`src/design/tridiagonal_lu_solver_top_assert.svh`:
```
// assertion macros for the tridiagonal solver top level
// expects clk and arst_n in the scope where a macro is used
`ifndef TRIDIAGONAL_LU_SOLVER_TOP_ASSERT_SVH
`define TRIDIAGONAL_LU_SOLVER_TOP_ASSERT_SVH

// same-cycle implication
`define TDLU_ASSERT_IMP(label, ante, cons, msg) \
	label: assert property (@(posedge clk) disable iff (!arst_n) (ante) |-> (cons)) \
		else $error(msg);

// next-cycle implication
`define TDLU_ASSERT_NXT(label, ante, cons, msg) \
	label: assert property (@(posedge clk) disable iff (!arst_n) (ante) |=> (cons)) \
		else $error(msg);

`endif

```
`src/design/tdlu_ram.sv`:
```
// generic single-write, single-read memory with registered read data
// no dependencies
module tdlu_ram #(
	parameter int WIDTH = 32,
	parameter int DEPTH = 64
) (
	input  logic                     clk,
	input  logic                     we,
	input  logic [$clog2(DEPTH)-1:0] waddr,
	input  logic [WIDTH-1:0]         wdata,
	input  logic [$clog2(DEPTH)-1:0] raddr,
	output logic [WIDTH-1:0]         rdata
);

	logic [WIDTH-1:0] mem [DEPTH];

	always_ff @(posedge clk) begin
		if (we)
			mem[waddr] <= wdata;
		rdata <= mem[raddr];
	end

endmodule

```
`config.mk`:
```
export PLATFORM = sky130hd
export DESIGN_NAME = tdlu_ram
export DESIGN_NICKNAME = d
export VERILOG_FILES = /design/src/design/tridiagonal_lu_solver_top_assert.svh /design/src/design/tdlu_ram.sv
export SDC_FILE = /design/constraint.sdc
export NUM_CORES = 2
export LEC_CHECK = 0
export CORE_MARGIN = 2
export CORE_UTILIZATION = 64
export DETAILED_ROUTE_END_ITERATION = 12
export DONT_BUFFER_PORTS = 1
export GPL_ROUTABILITY_DRIVEN = 0
export PLACE_DENSITY = 0.81
export SLEW_MARGIN = 20
export SYNTH_ARGS = -nofsm -noshare
export SYNTH_HDL_FRONTEND = slang
export SYNTH_SLANG_ARGS = --single-unit
```
`constraint.sdc`:
```
create_clock -name clk -period 7.9 [get_ports clk]
set_input_delay 0.79 -clock clk [delete_from_list [all_inputs] [get_ports clk]]
set_output_delay 0.79 -clock clk [all_outputs]
set_load 0.01 [all_outputs]
```
==> impl_metrics.ini <==
[clock_network]
worst_skew_pair.late_latency_ns = 0.81
cts.reportedPaths.clkPinSlew_ns = 0.07
tritoncts = built
cts_buffer_depth = 3
ctsHoldBuffers = 0
htree_levels = 4
cts.repair_timing.setup_buffer_count = 0
number_of_clock_sinks_seen_by_cts = 2080
post_cts_resized = 0
clk_root_buffer_cell = clkbuf_16
tritoncts.num_buffers = 188

[layout]
share_of_cells_above_drive_strength_1_pct = 26.9
num-fill-cells = 6304
net_count_of_the_finished_layout = 3447
final_util_pct = 71.7
synthToLayoutAreaGrowth_pct = 11.2

[power_and_ir_drop]
power.density_mw_per_mm2 = 256
vdd_drop_max_mv = 0.230
power_leakage_nw = 26.9

[route]
drtPass1Iterations = 10
met3RoutedLength_mm = 28.5
dr_wl_met2_mm = 109
wl_per_cell_um = 42.4
top_layer = met5
met1_length_mm = 67.9
remaining_drc_errors = 0
postRouteAntennaNets = 0
total_wire_length_mm = 220
routed-via-count = 38900
via_per_inst = 7.49
first_iter_violations = 7490

[timing]
worst_margin_slew_ns = 2.68
unrepaired_setup_endpoints_after_global_routing = no
max_freq_ghz = 0.239
setup_viol = 0
post-route-period-util_pct = 52.9
timing.final.max_slew_violations = 242
timing.max_slew.rel_slack_pct = -78.8
fin_crit_ns = 4.18
hold_viol = 0
timing.final.ws_setup_ns = 3.72
fin_worst_skew_ns = 0.0387
setup_total_negative_slack_ns = 0
fin_hold_ws_ns = 0.0722

[worst_setup_path]
critical_path.endpoint_type = register
criticalPathCategory = in2reg
worstSetupStartpointType = input pin
crit_path_frequent_cell = a21oi_1
required_ns = 8.56
critical_path.max_stage_delay_ns = 1.50
critPathArrivalTime_ns = 4.84
worst-path-max-fanout = 513
crit_chain = nand3b_1, o221ai_1, a21oi_1, a21oi_1, nor2_1
cp_slowest_cell = nand3b_1

[logic_synthesis]
proportion_of_synthesized_flip_flops_having_asynchronous_set_or_reset_pct = 0
postSynthNetCount = 3370
edff_count_synth = 2048
synth.lib_cells_used.distinct = 34
postSynthCellCount = 3324
syn-mean-instance-area_sq_um = 23.6
yosysWarnings = 0
synth.ff_latch_count = 2080
netlist.top_cell.by_area = edfxtp_1
synth_area_leaders = edfxtp_1 78%, mux4_2 16%, mux2i_1 1.2%, dfxtp_1 0.82%, o22ai_1 0.67%
share_of_the_synthesized_area_in_the_top_cell_type_pct = 78.3
ys_seq_area_share_pct = 79.1
netlist_area_sq_mm = 0.0785
synth_ff_type = edfxtp_1

[global_route]
track_usage_pct = 33.7
grt_overflow = 0
grt_first_pass_wirelength_mm = 294
grt_start_max_net_pins = 514
initial_antenna_violation_count = 9
grt_pass1_vias = 38500

[die]
floorplan.die.width_um = 354
core_area_sq_mm = 0.122
rows = 128
start_util_pct = 64.5
area_of_the_die_sq_mm = 0.125
floorplan.die.height_um = 354
num_io_pins = 78

[status]
violations = slew limit
status = finished, violations left

[worst_hold_path]
worst_hold_path_type = in2reg

[run]
max-cap-violations = 0

[place]
placement.io_buffers = 0
place_hpwl_mm = 100
detailedPlace.worstSlack_ns = 4.46
==> synth_stat cells, drive strengths merged, types with 7 or more instances <==
cell type	count
nor2b	15
edfxtp	2048
o221ai	27
mux2i	93
nor2	137
a22oi	12
a21oi	62
a311oi	8
nand2	26
nor3	7
nand2b	8
buf	108
mux4	544
o22ai	84
clkbuf	74
dfxtp	32
==> final timing paths <==
check	startpoint	to	slack (ns)	cells after the start
max	raddr[0]	rdata[1]$_DFF_P_	3.72	5
min	wdata[30]	mem[32][30]$_DFFE_PP_	0.07	0
max reg2reg	mem[54][18]$_DFFE_PP_	rdata[18]$_DFF_P_	5.31	5
min reg2reg	mem[12][4]$_DFFE_PP_	rdata[4]$_DFF_P_	0.85	4
==> registers in the layout (all words and copies together), names as in the netlist <==
signal  count
rdata      32
mem      2048
==> kinds of logic (layout without fill, tap and decap cells) <==
family	count (synthesis)	count (layout)	synth area share, %
compound gates	202	202	1.67
buf+inv	182	418	1.13
flops	2080	2080	79.1
mux	637	637	16.8
other cells	0	3	0
simple gates	223	223	1.27
==> layout make-up <==
class	instances	area, sq um	area share, %
Antenna cell	3	7.51	0.00860
Clock buffer	254	5220	5.98
Clock inverter	95	913	1.05
Multi-Input combinational cell	1062	16000	18.3
Sequential cell	2080	62100	71.2
Tap cell	1625	2030	2.33
Timing Repair Buffer	69	1040	1.19
==> cells in the final DEF (no fill, tap or decap), types with 27 or more instances in the layout <==
| cell type | netlist | routed |
|---|---|---|
| edfxtp_1 | 2048 | 2048 |
| mux4_2 | 544 | 544 |
| clkbuf_16 | 0 | 195 |
| mux2i_1 | 93 | 93 |
| o22ai_1 | 84 | 84 |
| nor2_1 | 137 | 74 |
| a21oi_1 | 62 | 62 |
| nor2_4 | 0 | 62 |
| clkbuf_1 | 74 | 47 |
| buf_4 | 25 | 38 |
| clkinv_2 | 0 | 37 |
| dfxtp_1 | 32 | 32 |
| clkinv_1 | 0 | 30 |
| o221ai_1 | 27 | 27 |
==> critical path, delay by kind of cell <==
family          cells  cell delay, ns
compound gates      3            1.00
simple gates        2            1.87
==> metrics by stage <==
stage,cells,area [sq um],total power [W]
floorplan,3324,78500,0.0131
global placement,4805,80400,0.0132
detailed placement,4811,80600,0.0132
CTS,5160,86700,0.0222
global route,5185,87300,0.0227
finish,5188,87300,0.0224
==> where the power goes <==
part           total, W  internal [W]  switching, W
Combinational  0.000747      0.000374      0.000373
Clock           0.00933       0.00519       0.00414
Sequential       0.0123        0.0122     0.0000930
Total            0.0224        0.0178       0.00460
==> per-layer routing <==
layer / up-vias / track usage (%)
met4: 8 / 16.8
li1: 14400 / -
met1: 20000 / 43.9
met3: 725 / 8.35
met2: 3733 / 54.2
met5: - / 0
(Power assumes the default switching activity.)
